File: src/wireless_power_id_config_phase_macros.svh
// assertion helpers shared by the identification and configuration phase block
`ifndef WIRELESS_POWER_ID_CONFIG_PHASE_MACROS_SVH
`define WIRELESS_POWER_ID_CONFIG_PHASE_MACROS_SVH

// property that must hold at every clock edge out of reset
`define WPID_ASSERT_ALWAYS(label, clk, rst_n, prop, msg) \
    label: assert property (@(posedge clk) disable iff (!rst_n) (prop)) else $error(msg);

// antecedent implies consequent in the same cycle
`define WPID_ASSERT_IMPLY(label, clk, rst_n, ante, cons, msg) \
    label: assert property (@(posedge clk) disable iff (!rst_n) (ante) |-> (cons)) \
        else $error(msg);

`endif

File: src/wpid_pkg.sv
`timescale 1ns / 1ps

package wpid_pkg;

    // packet headers
    localparam logic [7:0] ID_HEADER      = 8'd113;
    localparam logic [7:0] XID_HEADER     = 8'd129;
    localparam logic [7:0] CFG_HEADER     = 8'd81;
    localparam logic [7:0] HOLDOFF_HEADER = 8'd6;
    localparam logic [7:0] OPT_HDR_LO     = 8'h18;
    localparam logic [7:0] OPT_HDR_HI     = 8'h29;

    // length and range limits
    localparam logic [7:0] ID_MIN_LEN   = 8'd6;
    localparam logic [7:0] CFG_MIN_LEN  = 8'd5;
    localparam logic [7:0] HOLDOFF_MIN  = 8'd5;
    localparam logic [7:0] HOLDOFF_MAX  = 8'd100;
    localparam logic [7:0] OPT_CNT_MAX  = 8'hFF;

    // phase codes as reported on the result
    localparam logic [2:0] PH_CODE_WAIT_ID  = 3'd0;
    localparam logic [2:0] PH_CODE_WAIT_XID = 3'd1;
    localparam logic [2:0] PH_CODE_OPTIONAL = 3'd2;
    localparam logic [2:0] PH_CODE_CONFIG   = 3'd3;
    localparam logic [2:0] PH_CODE_COMPLETE = 3'd4;
    localparam logic [2:0] PH_CODE_ERROR    = 3'd5;

    // fault codes
    localparam logic [2:0] FLT_NONE       = 3'd0;
    localparam logic [2:0] FLT_SHORT_ID   = 3'd1;
    localparam logic [2:0] FLT_BAD_CFG    = 3'd2;
    localparam logic [2:0] FLT_COUNT      = 3'd3;
    localparam logic [2:0] FLT_HOLDOFF    = 3'd4;
    localparam logic [2:0] FLT_UNEXPECTED = 3'd5;

    localparam int IN_DATA_W  = 64;
    localparam int OUT_DATA_W = 80;

    // sequencer states, one-hot
    typedef enum logic [5:0] {
        S_WAIT_ID  = 6'b000001,
        S_WAIT_XID = 6'b000010,
        S_OPTIONAL = 6'b000100,
        S_CONFIG   = 6'b001000,
        S_COMPLETE = 6'b010000,
        S_ERROR    = 6'b100000
    } t_phase;

    // classified packet, front to back
    typedef struct packed {
        logic        restart;
        logic        is_id;
        logic        is_xid;
        logic        is_cfg;
        logic        is_hold;
        logic        is_range;
        logic        len_id_ok;
        logic        len_cfg_ok;
        logic        hold_ok;
        logic [7:0]  id_version;
        logic [15:0] manufacturer;
        logic        ext_flag;
        logic [22:0] dev_id;
        logic [5:0]  ref_power;
        logic [2:0]  opt_count;
        logic [6:0]  win_size;
        logic        win_ok;
        logic [4:0]  win_offset;
        logic [2:0]  fsk_depth;
        logic        mode;
    } t_cmd;

endpackage

File: src/wpid_front.sv
`timescale 1ns / 1ps

module wpid_front
    import wpid_pkg::*;
(
    input  logic                 i_valid,
    input  logic                 i_ready,
    input  logic                 i_req_type,
    input  logic [IN_DATA_W-1:0] i_data,
    output logic                 o_push,
    output t_cmd                 o_cmd
);

    logic [7:0] w_hdr;
    logic [7:0] w_len;
    logic [7:0] w_b0, w_b1, w_b2, w_b3, w_b4, w_b5;

    assign w_hdr = i_data[7:0];
    assign w_len = i_data[15:8];
    assign w_b0  = i_data[23:16];
    assign w_b1  = i_data[31:24];
    assign w_b2  = i_data[39:32];
    assign w_b3  = i_data[47:40];
    assign w_b4  = i_data[55:48];
    assign w_b5  = i_data[63:56];

    assign o_push = i_valid & i_ready;

    always_comb begin
        o_cmd.restart      = ~i_req_type;
        o_cmd.is_id        = (w_hdr == ID_HEADER);
        o_cmd.is_xid       = (w_hdr == XID_HEADER);
        o_cmd.is_cfg       = (w_hdr == CFG_HEADER);
        o_cmd.is_hold      = (w_hdr == HOLDOFF_HEADER);
        o_cmd.is_range     = (w_hdr >= OPT_HDR_LO) && (w_hdr <= OPT_HDR_HI);
        o_cmd.len_id_ok    = (w_len >= ID_MIN_LEN);
        o_cmd.len_cfg_ok   = (w_len >= CFG_MIN_LEN);
        o_cmd.hold_ok      = (w_b0 >= HOLDOFF_MIN) && (w_b0 <= HOLDOFF_MAX);
        // identification fields
        o_cmd.id_version   = w_b0;
        o_cmd.manufacturer = {w_b1, w_b2};
        o_cmd.ext_flag     = w_b3[7];
        o_cmd.dev_id       = {w_b3[6:0], w_b4, w_b5};
        // configuration fields, windows in 4 ms steps
        o_cmd.ref_power    = w_b0[5:0];
        o_cmd.opt_count    = w_b2[2:0];
        o_cmd.win_size     = {w_b3[7:3], 2'b00};
        o_cmd.win_ok       = (w_b3[7:3] != 5'd0);
        o_cmd.win_offset   = {w_b3[2:0], 2'b00};
        o_cmd.fsk_depth    = w_b4[6:4];
        o_cmd.mode         = w_b4[7];
    end

endmodule

File: src/wpid_queue.sv
`timescale 1ns / 1ps

module wpid_queue
    import wpid_pkg::*;
#(
    parameter int QUEUE_DEPTH = 2
) (
    input  logic                               i_clk,
    input  logic                               i_rst_n,
    input  logic                               i_push,
    input  t_cmd                               i_cmd,
    input  logic                               i_pop,
    output logic                               o_valid,
    output t_cmd                               o_cmd,
    output logic                               o_full,
    output logic [$clog2(QUEUE_DEPTH+1)-1:0]   o_count
);

    localparam int PTR_W = (QUEUE_DEPTH > 1) ? $clog2(QUEUE_DEPTH) : 1;
    localparam int CNT_W = $clog2(QUEUE_DEPTH + 1);
    localparam logic [PTR_W-1:0] LAST_PTR = PTR_W'(QUEUE_DEPTH - 1);
    localparam logic [CNT_W-1:0] FULL_CNT = CNT_W'(QUEUE_DEPTH);

    t_cmd             r_mem [QUEUE_DEPTH];
    logic [PTR_W-1:0] r_wr_ptr, n_wr_ptr;
    logic [PTR_W-1:0] r_rd_ptr, n_rd_ptr;
    logic [CNT_W-1:0] r_count, n_count;

    assign o_valid = (r_count != '0);
    assign o_full  = (r_count == FULL_CNT);
    assign o_count = r_count;
    assign o_cmd   = r_mem[r_rd_ptr];

    always_comb begin
        n_wr_ptr = r_wr_ptr;
        n_rd_ptr = r_rd_ptr;
        n_count  = r_count;
        if (i_push) begin
            n_wr_ptr = (r_wr_ptr == LAST_PTR) ? '0 : r_wr_ptr + 1'b1;
        end
        if (i_pop) begin
            n_rd_ptr = (r_rd_ptr == LAST_PTR) ? '0 : r_rd_ptr + 1'b1;
        end
        if (i_push && !i_pop) begin
            n_count = r_count + 1'b1;
        end else if (!i_push && i_pop) begin
            n_count = r_count - 1'b1;
        end
    end

    always_ff @(posedge i_clk) begin
        if (!i_rst_n) begin
            r_wr_ptr <= '0;
            r_rd_ptr <= '0;
            r_count  <= '0;
        end else begin
            r_wr_ptr <= n_wr_ptr;
            r_rd_ptr <= n_rd_ptr;
            r_count  <= n_count;
        end
    end

    always_ff @(posedge i_clk) begin
        if (i_push) begin
            r_mem[r_wr_ptr] <= i_cmd;
        end
    end

endmodule

File: src/wpid_back.sv
`timescale 1ns / 1ps

module wpid_back
    import wpid_pkg::*;
(
    input  logic                  i_clk,
    input  logic                  i_rst_n,
    input  logic                  i_valid,
    input  t_cmd                  i_cmd,
    output logic                  o_pop,
    output logic                  o_valid,
    input  logic                  i_ready,
    output logic [OUT_DATA_W-1:0] o_data
);

    t_phase      r_phase, n_phase;
    logic [7:0]  r_opt_seen, n_opt_seen;
    logic        r_mode, n_mode;
    logic [2:0]  r_fault, n_fault;
    logic [7:0]  r_id_version, n_id_version;
    logic [15:0] r_manufacturer, n_manufacturer;
    logic        r_ext_flag, n_ext_flag;
    logic [22:0] r_dev_id, n_dev_id;
    logic [5:0]  r_ref_power, n_ref_power;
    logic [6:0]  r_win_size, n_win_size;
    logic [4:0]  r_win_offset, n_win_offset;
    logic [2:0]  r_fsk_depth, n_fsk_depth;
    logic        n_done;

    logic                  r_out_valid;
    logic [OUT_DATA_W-1:0] r_out_data, n_out_data;

    logic        w_opt_path;
    logic        w_cfg_path;
    logic [7:0]  w_opt_inc;

    function automatic logic [2:0] phase_code(input t_phase ph);
        logic [2:0] code;
        unique case (ph)
            S_WAIT_ID:  code = PH_CODE_WAIT_ID;
            S_WAIT_XID: code = PH_CODE_WAIT_XID;
            S_OPTIONAL: code = PH_CODE_OPTIONAL;
            S_CONFIG:   code = PH_CODE_CONFIG;
            S_COMPLETE: code = PH_CODE_COMPLETE;
            default:    code = PH_CODE_ERROR;
        endcase
        return code;
    endfunction

    // output stage frees when empty or taken this cycle
    assign o_pop   = i_valid && (!r_out_valid || i_ready);
    assign o_valid = r_out_valid;
    assign o_data  = r_out_data;

    // optional handling: the optional phase, or a non extended packet while waiting for extended id
    assign w_opt_path = (r_phase == S_OPTIONAL) || ((r_phase == S_WAIT_XID) && !i_cmd.is_xid);
    // hold-off header takes priority over configuration
    assign w_cfg_path = (r_phase == S_CONFIG) || (w_opt_path && !i_cmd.is_hold && i_cmd.is_cfg);
    assign w_opt_inc  = (r_opt_seen != OPT_CNT_MAX) ? r_opt_seen + 8'd1 : r_opt_seen;

    always_comb begin
        n_phase        = r_phase;
        n_opt_seen     = r_opt_seen;
        n_mode         = r_mode;
        n_fault        = r_fault;
        n_id_version   = r_id_version;
        n_manufacturer = r_manufacturer;
        n_ext_flag     = r_ext_flag;
        n_dev_id       = r_dev_id;
        n_ref_power    = r_ref_power;
        n_win_size     = r_win_size;
        n_win_offset   = r_win_offset;
        n_fsk_depth    = r_fsk_depth;
        n_done         = 1'b0;

        if (i_cmd.restart) begin
            n_phase        = S_WAIT_ID;
            n_opt_seen     = '0;
            n_mode         = 1'b0;
            n_fault        = FLT_NONE;
            n_id_version   = '0;
            n_manufacturer = '0;
            n_ext_flag     = 1'b0;
            n_dev_id       = '0;
            n_ref_power    = '0;
            n_win_size     = '0;
            n_win_offset   = '0;
            n_fsk_depth    = '0;
        end else begin
            unique case (r_phase) inside
                S_WAIT_ID: begin
                    if (!i_cmd.is_id) begin
                        n_fault = FLT_UNEXPECTED;
                        n_phase = S_ERROR;
                    end else if (!i_cmd.len_id_ok) begin
                        n_fault = FLT_SHORT_ID;
                        n_phase = S_ERROR;
                    end else begin
                        n_id_version   = i_cmd.id_version;
                        n_manufacturer = i_cmd.manufacturer;
                        n_ext_flag     = i_cmd.ext_flag;
                        n_dev_id       = i_cmd.dev_id;
                        n_phase        = i_cmd.ext_flag ? S_WAIT_XID : S_OPTIONAL;
                    end
                end
                S_WAIT_XID, S_OPTIONAL, S_CONFIG: begin
                    if (r_phase == S_WAIT_XID) begin
                        n_phase = S_OPTIONAL;
                    end
                    if (w_cfg_path) begin
                        if (!i_cmd.is_cfg) begin
                            n_fault = FLT_UNEXPECTED;
                            n_phase = S_ERROR;
                        end else if (!i_cmd.len_cfg_ok) begin
                            n_fault = FLT_BAD_CFG;
                            n_phase = S_ERROR;
                        end else begin
                            // fields stay stored even when a later check fails
                            n_ref_power  = i_cmd.ref_power;
                            n_win_size   = i_cmd.win_size;
                            n_win_offset = i_cmd.win_offset;
                            n_fsk_depth  = i_cmd.fsk_depth;
                            if ({5'd0, i_cmd.opt_count} != r_opt_seen) begin
                                n_fault = FLT_COUNT;
                                n_phase = S_ERROR;
                            end else if (!i_cmd.win_ok) begin
                                n_fault = FLT_BAD_CFG;
                                n_phase = S_ERROR;
                            end else begin
                                n_mode  = i_cmd.mode;
                                n_phase = S_COMPLETE;
                                n_done  = 1'b1;
                            end
                        end
                    end else if (w_opt_path) begin
                        if (i_cmd.is_hold) begin
                            if (!i_cmd.hold_ok) begin
                                n_fault = FLT_HOLDOFF;
                                n_phase = S_ERROR;
                            end else begin
                                n_opt_seen = w_opt_inc;
                            end
                        end else if (i_cmd.is_range) begin
                            n_opt_seen = w_opt_inc;
                        end else begin
                            n_fault = FLT_UNEXPECTED;
                            n_phase = S_ERROR;
                        end
                    end
                end
                S_COMPLETE, S_ERROR: begin
                end
                default: begin
                end
            endcase
        end

        n_out_data = {3'b000, n_fsk_depth, n_win_offset, n_win_size, n_ref_power,
                      n_dev_id, n_ext_flag, n_manufacturer, n_id_version,
                      n_mode, n_fault, phase_code(n_phase), n_done};
    end

    always_ff @(posedge i_clk) begin
        if (!i_rst_n) begin
            r_phase        <= S_WAIT_ID;
            r_opt_seen     <= '0;
            r_mode         <= 1'b0;
            r_fault        <= FLT_NONE;
            r_id_version   <= '0;
            r_manufacturer <= '0;
            r_ext_flag     <= 1'b0;
            r_dev_id       <= '0;
            r_ref_power    <= '0;
            r_win_size     <= '0;
            r_win_offset   <= '0;
            r_fsk_depth    <= '0;
            r_out_valid    <= 1'b0;
        end else begin
            if (o_pop) begin
                r_phase        <= n_phase;
                r_opt_seen     <= n_opt_seen;
                r_mode         <= n_mode;
                r_fault        <= n_fault;
                r_id_version   <= n_id_version;
                r_manufacturer <= n_manufacturer;
                r_ext_flag     <= n_ext_flag;
                r_dev_id       <= n_dev_id;
                r_ref_power    <= n_ref_power;
                r_win_size     <= n_win_size;
                r_win_offset   <= n_win_offset;
                r_fsk_depth    <= n_fsk_depth;
            end
            if (o_pop) begin
                r_out_valid <= 1'b1;
            end else if (i_ready) begin
                r_out_valid <= 1'b0;
            end
        end
    end

    always_ff @(posedge i_clk) begin
        if (o_pop) begin
            r_out_data <= n_out_data;
        end
    end

endmodule

File: src/wireless_power_id_config_phase.sv
`timescale 1ns / 1ps
// channel    | direction | handshake                     | content
// s_axis     | in        | s_axis_tvalid / s_axis_tready | one restart or one receiver packet
// m_axis     | out       | m_axis_tvalid / m_axis_tready | one status result per input transfer
//
// one packet per cycle sustained while m_axis_tready keeps up; a result is registered in the
// classification queue and then in the sequencer output register
// the queue holds QUEUE_DEPTH classified packets, so input keeps flowing while
// a result waits at the output; s_axis_tready drops only when the queue is full
// synchronous active-low reset puts the sequencer in wait-for-id with all fields zero

module wireless_power_id_config_phase
    import wpid_pkg::*;
#(
    parameter int QUEUE_DEPTH = 2
) (
    input  logic                  i_clk,
    input  logic                  i_rst_n,
    input  logic                  s_axis_tvalid,
    output logic                  s_axis_tready,
    // [0] req_type
    input  logic                  s_axis_tuser,
    // [7:0] header, [15:8] pkt_length, [23:16] byte0, [31:24] byte1,
    // [39:32] byte2, [47:40] byte3, [55:48] byte4, [63:56] byte5
    input  logic [IN_DATA_W-1:0]  s_axis_tdata,
    output logic                  m_axis_tvalid,
    input  logic                  m_axis_tready,
    // [0] done_res, [3:1] phase, [6:4] fault, [7] epp_mode, [15:8] id_version,
    // [31:16] manufacturer, [32] extended_id_flag, [55:33] basic_device_id,
    // [61:56] ref power, [68:62] window_size_ms, [73:69] window_offset_ms,
    // [76:74] fsk_depth, [79:77] zero
    output logic [OUT_DATA_W-1:0] m_axis_tdata
);

`include "wireless_power_id_config_phase_macros.svh"

    localparam int CNT_W = $clog2(QUEUE_DEPTH + 1);

    // front to queue
    logic                 w_push;
    t_cmd                 w_cmd_in;

    // queue to back
    logic                 w_q_valid;
    t_cmd                 w_q_cmd;
    logic                 w_q_full;
    logic [CNT_W-1:0]     w_q_count;
    logic                 w_pop;

    // result fields seen by the checks below
    logic                 w_out_done;
    logic [2:0]           w_out_phase;
    logic [2:0]           w_out_fault;

    assign s_axis_tready = ~w_q_full;

    // header and length decode plus field extraction
    wpid_front u_front (
        .i_valid    (s_axis_tvalid),
        .i_ready    (s_axis_tready),
        .i_req_type (s_axis_tuser),
        .i_data     (s_axis_tdata),
        .o_push     (w_push),
        .o_cmd      (w_cmd_in)
    );

    // short queue decoupling input acceptance from the sequencer
    wpid_queue #(
        .QUEUE_DEPTH (QUEUE_DEPTH)
    ) u_queue (
        .i_clk   (i_clk),
        .i_rst_n (i_rst_n),
        .i_push  (w_push),
        .i_cmd   (w_cmd_in),
        .i_pop   (w_pop),
        .o_valid (w_q_valid),
        .o_cmd   (w_q_cmd),
        .o_full  (w_q_full),
        .o_count (w_q_count)
    );

    // phase sequencer, parsed registers and the output register
    wpid_back u_back (
        .i_clk   (i_clk),
        .i_rst_n (i_rst_n),
        .i_valid (w_q_valid),
        .i_cmd   (w_q_cmd),
        .o_pop   (w_pop),
        .o_valid (m_axis_tvalid),
        .i_ready (m_axis_tready),
        .o_data  (m_axis_tdata)
    );

    assign w_out_done  = m_axis_tdata[0];
    assign w_out_phase = m_axis_tdata[3:1];
    assign w_out_fault = m_axis_tdata[6:4];

    // queue occupancy never exceeds its depth
    `WPID_ASSERT_ALWAYS(a_queue_bound, i_clk, i_rst_n, w_q_count <= CNT_W'(QUEUE_DEPTH), "queue overflow")
    // an error phase always carries a fault code
    `WPID_ASSERT_IMPLY(a_error_fault, i_clk, i_rst_n, m_axis_tvalid && (w_out_phase == PH_CODE_ERROR), w_out_fault != FLT_NONE, "error phase without fault")
    // completion reported only together with a clean complete phase
    `WPID_ASSERT_IMPLY(a_done_complete, i_clk, i_rst_n, m_axis_tvalid && w_out_done, (w_out_phase == PH_CODE_COMPLETE) && (w_out_fault == FLT_NONE), "done without completion")
    // the configuration phase is transient and never reported
    `WPID_ASSERT_IMPLY(a_no_cfg_hold, i_clk, i_rst_n, m_axis_tvalid, w_out_phase != PH_CODE_CONFIG, "configuration phase held")

endmodule

File: config.mk
export PLATFORM = sky130hd
export DESIGN_NAME = wireless_power_id_config_phase
export DESIGN_NICKNAME = d
export VERILOG_FILES = /design/src/wpid_pkg.sv /design/src/wpid_front.sv /design/src/wpid_queue.sv /design/src/wpid_back.sv /design/src/wireless_power_id_config_phase.sv
export VERILOG_INCLUDE_DIRS = /design/src /design/src/src
export SDC_FILE = /design/constraint.sdc
export NUM_CORES = 1
export LEC_CHECK = 0
export BUFFER_PORTS_ARGS = -buffer_cell sky130_fd_sc_hd__buf_2
export CORE_MARGIN = 2
export CORE_UTILIZATION = 30
export DETAILED_ROUTE_END_ITERATION = 6
export GPL_TIMING_DRIVEN = 0
export PLACE_DENSITY = 0.51
export SYNTH_ARGS = -nofsm -noshare
export SYNTH_HDL_FRONTEND = slang
export SYNTH_SLANG_ARGS = --single-unit
File: constraint.sdc
create_clock -name i_clk -period 10.7 [get_ports i_clk]
set_input_delay 0.535 -clock i_clk [delete_from_list [all_inputs] [get_ports i_clk]]
set_output_delay 0.535 -clock i_clk [all_outputs]
set_load 0.02 [all_outputs]
Word level (Yosys, flattened, before mapping)
Memories as Yosys holds them, arrays and structs flattened. A register that Yosys moved wholly into a read port is not among the register bits. Cells that the tools add are included.

$add $sub $neg: 5. $lt $le $gt $ge: 6. Equality and inequality tests: 18. Muxes and demuxes: 91. Bitwise logic cells: 7. Reductions and logical operators: 26.

Operator list (number): 6-bit 2-to-1 mux (18); 8-bit 2-to-1 mux (12); 23-bit 2-to-1 mux (4); 16-bit 2-to-1 mux (4); 3-bit 2-to-1 mux (18); 7-bit 2-to-1 mux (5); 5-bit 2-to-1 mux (5); 8-bit by 3-bit greater-or-equal comparator with 1-bit output (second input constant) (3); 1-bit 2-to-1 mux (20); 8-bit by 7-bit == test with 1-bit output (second input constant) (2); 3-bit one-hot mux with 5 select lines (1); 6-bit by 1-bit == test with 1-bit output (second input constant) (2); 6-bit by 2-bit == test with 1-bit output (second input constant) (2); 6-bit by 3-bit == test with 1-bit output (second input constant) (2); 6-bit by 4-bit == test with 1-bit output (second input constant) (2); 6-bit one-hot mux with 2 select lines (1); 2-bit nonzero test (5); 8-bit by 1-bit adder with 8-bit output (second input constant) (1); 8-bit by 3-bit == test with 1-bit output (second input constant) (1); 8-bit == test (second input constant) (1); 8-bit by 5-bit greater-or-equal comparator with 1-bit output (second input constant) (1); 8-bit by 6-bit <= comparator with 1-bit output (second input constant) (1); 8-bit by 7-bit <= comparator with 1-bit output (second input constant) (1); 1-bit logical AND (8); other kinds (20) (33).

Flip-flop bits (word level): 169. Bits in writable memories: 158. Input bits: 69. Output and inout bits: 82. Word-level logic and storage cells: 172. Memories kept: 1.

Memory list: u_queue.r_mem (words 2, width 79, rd ports 1, clocked after memory_dff 1, write ports 1, RTL line wpid_queue.sv:24) `t_cmd r_mem [QUEUE_DEPTH];`.

Logic depth before layout (Yosys ltp)
Gate-level depths: netlist (run 1).

Word-level depth: 11. Mapped depth: 10. Depth with buffers taken out: 7.

By module
From an unflattened synthesis (run 1), not the netlist that was laid out.

Cell total of the unflattened synthesis: 1170. Area, all modules: 14209.9 µm².

By module, submodules not included: wpid_back (times used 1, cells an instance 785, area an instance 7260.7 µm², sequential area each 4073.9 µm²); wpid_queue (times used 1, cells an instance 280, area an instance 6232.2 µm², sequential area each 5084.9 µm²); wpid_front (times used 1, cells an instance 104, area an instance 713.2 µm², sequential area each 0.0 µm²); wireless_power_id_config_phase (times used 1, cells an instance 1, area an instance 3.8 µm², sequential area each 0.0 µm²).

Worst setup path before layout (run 1)
No wires, ideal clock.

Path type: input -> register. Start point: in m_axis_tready. End point: reg u_back.r_out_data[0] (netlist: u_back.o_data[0]) (enable). Library setup time: 471 ps. Arrival: 3292 ps. Data required time: 10229 ps. Slack: 6936 ps. Cell stages on the path: 4. Path buffers: 1. Cell sequence: nor2b_1 -> or2_2 -> clkinv_1 -> clkbuf_1.

Word-level cells in the longest chain between the ends: 2.

Ends and longest elaborated chain: start: declaration (RTL line wireless_power_id_config_phase.sv:27) `input logic m_axis_tready,`; 1-bit logical OR (RTL line wpid_back.sv:51) `assign o_pop = i_valid && (!r_out_valid || i_ready);`; 1-bit logical AND (RTL line wpid_back.sv:51); named net u_back.o_pop (RTL line wpid_back.sv:10) `output logic o_pop,`; end signal: assignment (RTL line wpid_back.sv:203) `r_out_data <= n_out_data;`; end: declaration (RTL line wpid_back.sv:31) `logic [OUT_DATA_W-1:0] r_out_data, n_out_data;`.

The timed path passes the listed nets, and every way through them passes these cells. A chain may end at the register's enable or synchronous reset.

==> results_dict.tcl, run 1 <==
set metrics [dict create \
    synth.avg_cell_area_sq_um 12.47 \
    r2r_slack_ns 7.53 \
    synthCells 956 \
    ys_seq_area_share_pct 64.24 \
    core_area_sq_um 39460 \
    clkSinkCount 286 \
    hp-class "input port to flip-flop" \
    die_h_um 203.3 \
    grt_pass1_wl_mm 48.98 \
    grt_max_degree 53 \
    status "finished clean" \
    worstSkewPairLatency_ns 0.51 \
    cts_tree "yes" \
    routed-via-count 8215 \
    cts-root-buf "clkbuf_16" \
    ys_async_sr_fraction_pct 0 \
    regToRegEndpoint "u_back.o_data[7]" \
    ir_worst_vdd_mv 0.1561 \
    hold_buffers 0 \
    cp.required_ns 10.89 \
    hold_viol 0 \
    drcViolationCount 0 \
    layout.cells.non_filler 1696 \
    drtPass1Iterations 6 \
    gp_congestion 0.7799 \
    h-tree-depth 2 \
    clock_path_buffers 3 \
    synthesis.area_sq_um 11920 \
    worstPathMaxFanout 10 \
    grt-ovfl-total 0 \
    hp-start "s_axis_tdata[53]" \
    placed_cells 1634 \
    maxCapViolCount 0 \
    post-dp-hpwl_mm 22.41 \
    max-slew-margin-rel_pct 33.00 \
    drtIter0Drc 542 \
    power_w 0.004215 \
    skew_ns 0.01848 \
    endpoint "u_back.o_data[7]" \
    final_nets 1216 \
    leakage_nw 4.981 \
    via_per_inst 4.844 \
    initial_utilization_pct 30.21 \
    grt_usage_pct 15.61 \
    finalCriticalPeriod_ns 3.166 \
    grt_setup_unrepaired "false" \
    critical_path_class "flip-flop to flip-flop" \
    final_common_cell "edfxtp_1" \
    slew_violations 0 \
    cp-end-kind "flip-flop" \
    die_area_sq_um 41350 \
    port_buffers 147 \
    routed_wl_mm 32.57 \
    drive_gt1_share_pct 26.50 \
    wl_per_cell_um 19.21 \
    grt_pass1_vias 7940 \
    fill_cells 3877 \
    dpl_worst_slack_ns 7.522 \
    post_cts_resized 0 \
    fp-row-count 73 \
    fin_tns_setup_ns 0 \
    worst_slew_pin_slew_ns 0.9770 \
    fp.dieW_um 203.3 \
    syn_to_final_growth_pct 21.91 \
    powerDensity_nw_per_um2 290.1 \
    cts_setup_buffers 0 \
    max_freq_ghz 0.3159 \
    ant_nets 0 \
    cts_inserted_buffers 34 \
    setup_viol_count_final 0 \
    synth_flop_cell "edfxtp_1" \
    ioPinCount 151 \
    final_cell_mix "193 x edfxtp_1, 155 x buf_2, 115 x nand2_1" \
    min_period_over_period_pct 29.59 \
    arrival_ns 3.36 \
    r2r_cells 7 \
    antenna_found_initial 1 \
    synth_cell_types 68 \
    synth_edf_count 193 \
    clk_pin_slew_ns 0.06 \
    crit_path_start_kind "flip-flop" \
    worst_slack_ns 7.534 \
    synth-warning-count 0 \
    synth.ff_latch_count 286 \
]
layout make-up:
cell class	instances	area [sq um]	share of cell area [%]
sequential	286	7657	52.70
multi-input combinational	601	3879	26.69
clock buffer	44	919.6	6.329
timing repair buffer	151	830.8	5.717
tap	525	656.9	4.520
buffer	63	377.9	2.600
clock inverter	17	177.7	1.223
inverter	8	30.03	0.2066
antenna	1	2.502	0.01722
through the flow:
step                utilization, %  area [sq um]  hold slack (ns)
floorplan                        -         11930           0.4357
CTS                          36.82         14530           0.1902
global route                 36.83         14530           0.2031
detailed placement           34.04         13430           0.4467
finish                       36.83         14530           0.2109
global placement             33.76         13320           0.4418
worst max-delay path: stages (launching register included):
cell and delay (ns):
dfxtp_1 0.30, buf_2 0.18, buf_2 0.28, mux2_2 0.27, clkbuf_1 0.57, buf_2 0.40, buf_1 0.64, nor2_1 0.21
worst min-delay path by stage:
| stage | to | cells after the start | slack (ns) |
|---|---|---|---|
| after detailed placement | u_back.r_dev_id[17] | 2 | 0.45 |
| after CTS | u_queue.r_mem[0][35] | 1 | 0.19 |
| after floorplan | u_back.r_dev_id[15] | 2 | 0.44 |
| after global placement | u_back.r_dev_id[21] | 2 | 0.44 |
| final | u_queue.r_mem[0][35] | 1 | 0.21 |
| after global routing | u_queue.r_mem[0][38] | 1 | 0.20 |
synthesized netlist by cell type, drive strengths merged, types with 2 or more instances:
cell type / count / area share, %
a211o: 3 / 0.22
a211oi: 68 / 6.9
a21oi: 93 / 3.9
a22oi: 4 / 0.25
a311oi: 3 / 0.22
a31o: 2 / 0.15
a31oi: 2 / 0.10
and2: 8 / 0.44
and3: 12 / 0.63
and3b: 2 / 0.15
buf: 40 / 2.4
clkbuf: 23 / 0.72
clkinv: 2 / 0.063
dfxtp: 93 / 16
edfxtp: 193 / 49
ha: 2 / 0.21
inv: 6 / 0.19
mux2: 4 / 0.38
mux2i: 56 / 4.7
nand2: 115 / 3.6
nand2b: 21 / 1.1
nand3: 9 / 0.38
nand3b: 6 / 0.38
nand4: 3 / 0.16
nor2: 95 / 3.1
nor2b: 3 / 0.16
nor3: 8 / 0.34
nor4: 3 / 0.21
nor4b: 2 / 0.15
o21ai: 32 / 1.3
o31ai: 4 / 0.25
o32ai: 3 / 0.44
o41ai: 2 / 0.21
or2: 3 / 0.16
or3: 3 / 0.16
or4: 5 / 0.35
xnor2: 4 / 0.29
xor2: 4 / 0.29
routing by layer:
layer	vias up	share of wire, %	track usage, %
li1	3900	-	-
met1	4043	47	22.47
met2	220	45	24.26
met3	52	4.9	2.397
met4	0	2.3	4.666
met5	-	0	0
logic make-up after synthesis:
| group | count (synthesis) | synth area share, % |
|---|---|---|
| AOI/OAI and AO/OA | 226 | 14.75 |
| DFF | 286 | 64.24 |
| buffers and inverters | 71 | 3.390 |
| and+or+nand+nor | 302 | 11.71 |
| xor gates and xnor gates | 8 | 0.5877 |
| other | 1 | 0.03146 |
| muxes | 60 | 5.080 |
| adders and majority gates | 2 | 0.2099 |
power by group:
part	internal [W]	leakage [nW]	switching, W
registers	0.00152	2.58	0.0000980
logic	0.000439	1.87	0.00102
clock network	0.000683	0.524	0.000462
registers in the layout (all words and copies together) (netlist names), named ones only:
register	flops
u_back.r_phase	6
u_back.r_win_size	7
u_back.r_dev_id	23
u_back.r_manufacturer	16
u_back.r_fault	3
u_back.r_win_offset	5
u_queue.o_count	2
u_back.r_fsk_depth	3
u_back.r_ref_power	6
u_back.r_id_version	8
u_back.o_valid	1
u_queue.r_mem	116
u_back.r_ext_flag	1
u_back.r_opt_seen	8
u_queue.r_wr_ptr	1
u_queue.r_rd_ptr	1
u_back.r_mode	1
u_back.o_data	77
No activity file was read; power rests on OpenSTA's default activity.
==> run 2, diff against run 1 <==
--- a/config.mk
+++ b/config.mk
@@ -6,6 +6,7 @@
 export SDC_FILE = /design/constraint.sdc
 export NUM_CORES = 1
 export LEC_CHECK = 0
+export ABC_AREA = 1
 export BUFFER_PORTS_ARGS = -buffer_cell sky130_fd_sc_hd__buf_2
 export CORE_MARGIN = 2
 export CORE_UTILIZATION = 30
==> constraint.sdc (replaced) <==
create_clock -name i_clk -period 3.32 [get_ports i_clk]
set_input_delay 0.166 -clock i_clk [delete_from_list [all_inputs] [get_ports i_clk]]
set_output_delay 0.166 -clock i_clk [all_outputs]
set_load 0.02 [all_outputs]
==> run 2 against run 1 <==
Net effect: die area fell by 0.63%; worst hold slack lost 0.19 ns; combinational power rose to 4.2 times the previous value; sequential power grew to 3.5 times the previous value; cell area grew 3.2%; utilization grew 1.8 points; largest power group is now combinational logic; synthesized cell count is 16% higher; wire length fell by 1.3%; critical path type unchanged; total power grew to 3.6 times the previous value; worst setup slack worse by 6.9 ns; clock-buffer cell count shrank 4; clock power grew to 3.1 times the previous value.
==> results_dict.tcl, run 2 <==
set metrics [dict create \
    status "finished clean" \
    clock_path_buffers 3 \
    cts-root-buf "clkbuf_16" \
    ys_top_cells_by_count "193 x edfxtp_1, 185 x nand2_1, 127 x nor2_1, 99 x o21ai_0, 93 x dfxtp_1" \
    final_cell_mix "193 x edfxtp_1, 185 x nand2_1, 161 x buf_2" \
    die_h_um 202.7 \
    crit_path_start_kind "flip-flop" \
    synth_edf_count 193 \
    ioPinCount 151 \
    cts_tree "yes" \
    core_area_sq_um 38830 \
    initial_utilization_pct 30.50 \
    skew_ns 0.01530 \
    routed_wl_mm 32.15 \
    worst_slew_pin_slew_ns 0.8321 \
    die_area_sq_um 41090 \
    synth_top_area_share_pct 48.93 \
    yosysTopAreaCell "edfxtp_1" \
    synthesis.area_sq_um 11840 \
    power_w 0.01524 \
    hp-class "input port to flip-flop" \
    drive_gt1_share_pct 22.24 \
    powerDensity_nw_per_um2 1016 \
    largest_register_ffs 116 \
    fill_cells 3803 \
    yosysMostFrequentCell "edfxtp_1" \
    synth_fa_ha_area_share_pct 0.2113 \
    fp.dieW_um 202.7 \
    synthSimpleGateAreaFrac_pct 13.85 \
    maxCapViolCount 0 \
    syn_to_final_growth_pct 26.66 \
    grt_setup_unrepaired "false" \
    port_buffers 147 \
    gp_congestion 0.8517 \
    arrival_ns 3.13 \
    cts_inserted_buffers 31 \
    whs_ns 0.02259 \
    finalCriticalPeriod_ns 2.697 \
    hold_viol 0 \
    cp.required_ns 3.76 \
    p_seq_share_pct 36.8 \
    r2r_cells 8 \
    grt_pass1_wl_mm 48.58 \
    drtIter0Drc 594 \
    p_sw_share_pct 39.82 \
    ir_worst_vdd_mv 0.5132 \
    grt-ovfl-total 0 \
    clk_pin_slew_ns 0.06 \
    top_register "u_queue.r_mem" \
    hp-start "m_axis_tready" \
    synth-xor-area-share_pct 0.1479 \
    grt_max_degree 59 \
    synth.avg_cell_area_sq_um 10.68 \
    synth.area.mux_share_pct 0.8451 \
    fp-row-count 72 \
    clkPwrFrac_pct 23.4 \
    grt_pass1_vias 8474 \
    synthCells 1109 \
    h-tree-depth 1 \
    setup_viol_count_final 0 \
    antenna_cells 0 \
    worstSkewPairLatency_ns 0.56 \
    synth.ff_latch_count 286 \
    drcViolationCount 0 \
    grt_usage_pct 15.35 \
    final_nets 1423 \
    hold_path_end "u_back.o_valid" \
    synthTopCellsByArea "edfxtp_1 49%, dfxtp_1 16%, nand2_1 5.9%" \
    max_freq_ghz 0.3708 \
    ys_seq_area_share_pct 64.65 \
    synth_top_family_by_area "compound AO/OA/AOI/OAI gates" \
    regArea_sq_um 7657 \
    worstPathMaxFanout 10 \
    antenna_found_initial 0 \
    multi_input_comb_area_sq_um 3503 \
    post_cts_resized 0 \
    leakage_nw 5.893 \
    synth_flop_cell "edfxtp_1" \
    p_switching_w 0.006070 \
    final_common_cell "edfxtp_1" \
    synth-warning-count 0 \
    ys_async_sr_fraction_pct 0 \
    synth-compound-area-share_pct 14.30 \
    synth_cell_types 47 \
    drtPass1Iterations 7 \
    power.internal_w 0.009173 \
    critical_path_class "flip-flop to flip-flop" \
    clkSinkCount 286 \
    cp-end-kind "flip-flop" \
    ant_nets 0 \
    min_period_over_period_pct 81.23 \
    via_per_inst 4.609 \
    holdPathStages 4 \
    wl_per_cell_um 16.98 \
    combPwrFrac_pct 39.8 \
    post-dp-hpwl_mm 22.44 \
    regToRegEndpoint "u_queue.o_count[1]" \
    routed-via-count 8729 \
    slew_violations 0 \
    r2r_slack_ns 0.62 \
    r2r-start "u_queue.o_count[0]" \
    max-slew-margin-rel_pct 43.94 \
]
[run 2: changes by cell type after synthesis, moves of 21 or more]
cell	before	now
a211oi_2	60	1
a311oi_2	0	27
inv_1	6	87
mux2i_1	56	10
nand2_1	115	185
nand2b_1	21	0
nor2_1	92	127
o21ai_0	30	99
[run 2: cells by family (layout without fill, tap and decap cells)]
| family | count (synthesis) | after routing |
|---|---|---|
| and+or+nand+nor | 390 | 390 |
| adders and majority gates | 2 | 2 |
| xor gates and xnor gates | 2 | 2 |
| muxes | 10 | 10 |
| buffers and inverters | 155 | 420 |
| AOI/OAI and AO/OA | 263 | 263 |
| DFF | 286 | 286 |
| other | 1 | 3 |
[run 2: repair_timing]
action / CTS / global route
hold buffers: 56 / 0
setup buffers: 0 / 0
endpoints found under the hold margin: 109 / 0
[run 2: per-layer routing]
metal | wire length, um | global-route usage (%) | vias to the layer above
li1 | - | - | 4315
met1 | 14730 | 20.86 | 4145
met2 | 15170 | 25.73 | 225
met3 | 1625 | 2.472 | 44
met4 | 633 | 3.545 | 0
met5 | 0 | 0 | -
[run 2: critical path: stages, from the launching register on]
cell and delay, ns:
dfxtp_1 0.34, o21ai_0 0.32, clkbuf_1 0.63, clkbuf_1 0.47, ha_1 0.36, a21oi_1 0.12, o21ai_0 0.12, o21ai_0 0.16
a21oi_1 0.06
[run 2: how the worst max path moves through the flow]
stage / from / end / slack (ns) / cells after the start
global route: u_queue.o_count[0] / u_queue.o_count[1] / 0.30 / 8
detailed placement: u_queue.o_count[0] / u_queue.o_count[1] / 0.59 / 8
floorplan: u_queue.o_count[0] / u_queue.r_mem[1][22] / 0.64 / 4
finish: u_queue.o_count[0] / u_queue.o_count[1] / 0.62 / 8
CTS: u_queue.o_count[0] / u_queue.o_count[1] / 0.59 / 8
global placement: u_queue.o_count[0] / u_queue.r_mem[1][37] / -0.53 / 4
[run 2: power by group through the flow]
stage | Combinational (W) | Clock (W) | Sequential, W
floorplan | 0.00334 | 0 | 0.00625
global placement | 0.00588 | 0 | 0.00573
detailed placement | 0.00608 | 0 | 0.00566
CTS | 0.00615 | 0.00365 | 0.00561
global route | 0.00670 | 0.00380 | 0.00572
finish | 0.00607 | 0.00357 | 0.00560
[run 2: layout make-up]
class	count	share of cell area, %
Multi-Input combinational cell	670	23.35
Timing Repair Buffer	208	9.458
Buffer	63	2.394
Tap cell	518	4.320
Inverter	92	2.335
Clock buffer	40	5.805
Sequential cell	286	51.04
Clock inverter	17	1.293
[run 2: per-stage QoR]
step / std cells / utilization [%] / worst slack [ns] / setup TNS, ns / cell area [sq um]
finish: 1894 / 38.64 / 0.6230 / 0 / 15000
global placement: 1776 / 34.10 / -0.5251 / -88.22 / 13240
CTS: 1894 / 38.64 / 0.5923 / 0 / 15000
floorplan: 1111 / - / 0.6441 / 0 / 11860
global route: 1894 / 38.64 / 0.3020 / 0 / 15000
detailed placement: 1781 / 34.45 / 0.5932 / 0 / 13380
==> run 3, diff against run 2 <==
--- a/config.mk
+++ b/config.mk
@@ -12,7 +12,7 @@
 export CORE_UTILIZATION = 30
 export DETAILED_ROUTE_END_ITERATION = 6
 export GPL_TIMING_DRIVEN = 0
-export PLACE_DENSITY = 0.51
+export PLACE_DENSITY = 0.53
 export SYNTH_ARGS = -nofsm -noshare
 export SYNTH_HDL_FRONTEND = slang
 export SYNTH_SLANG_ARGS = --single-unit
==> constraint.sdc (replaced) <==
create_clock -name i_clk -period 2.18 [get_ports i_clk]
set_input_delay 0.109 -clock i_clk [delete_from_list [all_inputs] [get_ports i_clk]]
set_output_delay 0.109 -clock i_clk [all_outputs]
set_load 0.02 [all_outputs]
==> run 3 against run 2 <==
Net effect: the run now ends with design-rule violations left; sequential cell count unchanged; non-clock buffer count grew 30; utilization grew 1.6 points; clock power rose by 53%; cell count rose by 1.6%; sequential power rose by 53%; clock-buffer cell count is 8 higher; maximum frequency rose by 26%; cell area increased by 4.1%; clock skew decreased by 0.0040 ns; global-route usage up 0.29 points; first-iteration DRC count shrank 2.5%.
==> results_dict.tcl, run 3 (synthesis results as in run 2) <==
set metrics [dict create \
    max-slew-margin-rel_pct 52.60 \
    drive_gt1_share_pct 26.74 \
    cts_inserted_buffers 31 \
    final_common_cell "edfxtp_1" \
    p_sw_share_pct 39.50 \
    powerDensity_nw_per_um2 1550 \
    combPwrFrac_pct 42.0 \
    cts_tree "yes" \
    top_register "u_queue.r_mem" \
    syn_to_final_growth_pct 31.82 \
    max_freq_ghz 0.4667 \
    worstPathMaxFanout 6 \
    grt-ovfl-total 0 \
    hp-class "input port to flip-flop" \
    clkPwrFrac_pct 22.5 \
    clock_path_buffers 3 \
    skew_ns 0.01129 \
    arrival_ns 2.46 \
    violations "design-rule violations" \
    cp-end-kind "flip-flop" \
    largest_register_ffs 116 \
    die_area_sq_um 41090 \
    worst_slew_pin_slew_ns 0.7111 \
    fp-row-count 72 \
    grt_max_degree 87 \
    final_nets 1453 \
    routed-via-count 8846 \
    initial_utilization_pct 30.50 \
    cts-root-buf "clkbuf_16" \
    clkSinkCount 286 \
    finalCriticalPeriod_ns 2.143 \
    p_switching_w 0.009557 \
    r2r_cells 11 \
    port_buffers 147 \
    r2r_slack_ns 0.04 \
    grt_pass1_wl_mm 49.74 \
    regToRegEndpoint "u_back.o_data[1]" \
    worstSkewPairLatency_ns 0.56 \
    setup_viol_count_final 0 \
    status "complete, but fails checks" \
    grt_setup_unrepaired "true" \
    dpl_worst_slack_ns -0.7469 \
    core_area_sq_um 38830 \
    wl_per_cell_um 17.08 \
    cp.required_ns 2.49 \
    h-tree-depth 1 \
    antenna_cells 0 \
    clk_pin_slew_ns 0.06 \
    critical_path_class "flip-flop to flip-flop" \
    min_period_over_period_pct 98.29 \
    p_seq_share_pct 35.5 \
    routed_wl_mm 32.87 \
    gp_congestion 0.8541 \
    holdPathStages 5 \
    slew_violations 0 \
    ir_worst_vdd_mv 0.8741 \
    via_per_inst 4.598 \
    final_cell_mix "193 x edfxtp_1, 168 x nand2_1, 155 x buf_2" \
    fin_util_pct 40.21 \
    leakage_nw 6.132 \
    maxCapViolCount 0 \
    antenna_found_initial 0 \
    post-dp-hpwl_mm 22.28 \
    grt_pass1_vias 8721 \
    drtIter0Drc 579 \
    fp.dieW_um 202.7 \
    power.internal_w 0.01464 \
    ant_nets 0 \
    crit_path_start_kind "flip-flop" \
    grt_usage_pct 15.64 \
    hold_viol 0 \
    drcViolationCount 3 \
    drtPass1Iterations 7 \
    worst_slack_ns 0.03735 \
    ioPinCount 151 \
    die_h_um 202.7 \
    hp-start "s_axis_tvalid" \
    hold_path_end "u_queue.r_wr_ptr" \
]
## run 3: cell count changes in the layout (fill, tap and decap cells not counted), sizes merged
| cell | before | now |
|---|---|---|
| buf | 187 | 198 |
| clkbuf | 68 | 83 |
| clkinv | 10 | 5 |
| clkinvlp | 2 | 0 |
| dlygate4sd3 | 56 | 68 |
| inv | 93 | 92 |
## run 3: repair_timing
action / 4_1_cts / 5_1_grt
pin swaps: 3 / 23
setup buffers: 3 / 12
gates resized for setup: 22 / 82
hold buffers: 69 / 0
setup endpoints to repair: 142 / 201
gates cloned: 0 / 4
hold endpoints to repair: 118 / 0
## run 3: routing by layer
metal  up-vias  global-route usage [%]  share of wire (%)
met3        52                   2.841                4.8
met5         -                       0                  0
met2       219                   25.99                 48
li1       4372                       -                  -
met1      4203                   20.82                 45
met4         0                   4.666                2.6
## run 3: through the flow
step / power, W / cells / instance area (sq um) / setup TNS [ns] / hold WS (ns)
finish: 0.02420 / 1924 / 15610 / 0 / 0.1499
global route: 0.02573 / 1924 / 15610 / -0.5268 / 0.2011
CTS: 0.02361 / 1909 / 15210 / -0.1462 / 0.1353
detailed placement: 0.01779 / 1781 / 13360 / -67.39 / 0.3020
global placement: 0.01767 / 1776 / 13240 / -264.96 / 0.2978
floorplan: 0.01458 / 1111 / 11860 / -56.77 / 0.2079
## run 3: cell type report
type,count,area [sq um]
repair buffers,239,1709
flip-flops and latches,286,7661
plain buffers,62,432.9
clock inverters,9,141.4
multi-input cells,670,3735
fillers,3789,23210
well taps,518,648.1
clock buffers,48,929.6
inverters,92,355.3
## run 3: how the worst max path moves through the flow
stage / slack [ns] / depth (start not counted) / end / start
3_3_place_gp: -1.74 / 4 / u_queue.r_mem[1][62] / u_queue.o_count[0]
3_5_place_dp: -0.75 / 5 / u_back.o_data[0] / u_back.o_valid
5_1_grt: -0.09 / 14 / u_back.o_data[1] / flip-flop
4_1_cts: -0.06 / 8 / u_back.o_data[74] / flip-flop
2_1_floorplan: -0.50 / 4 / u_queue.r_mem[1][22] / u_queue.o_count[0]
6_report: 0.04 / 11 / u_back.o_data[1] / flip-flop
## run 3: power by group through the flow
stage          Combinational [W]  Sequential (W)  Clock, W
5_1_grt                   0.0111         0.00877   0.00585
4_1_cts                  0.00940         0.00860   0.00561
2_1_floorplan            0.00509         0.00949         0
6_report                  0.0102         0.00859   0.00545
3_5_place_dp             0.00909         0.00870         0
3_3_place_gp             0.00895         0.00873         0
## run 3: critical path, cell delays in order, from the launching register on
cell,delay [ns]
dfxtp_4,0.38
buf_8,0.15
clkbuf_16,0.16
buf_4,0.14
o21ai_2,0.27
nor2_4,0.09
nand3_4,0.09
nand2_2,0.07
buf_4,0.14
o21ai_4,0.14
nand2_2,0.08
and2_4,0.17
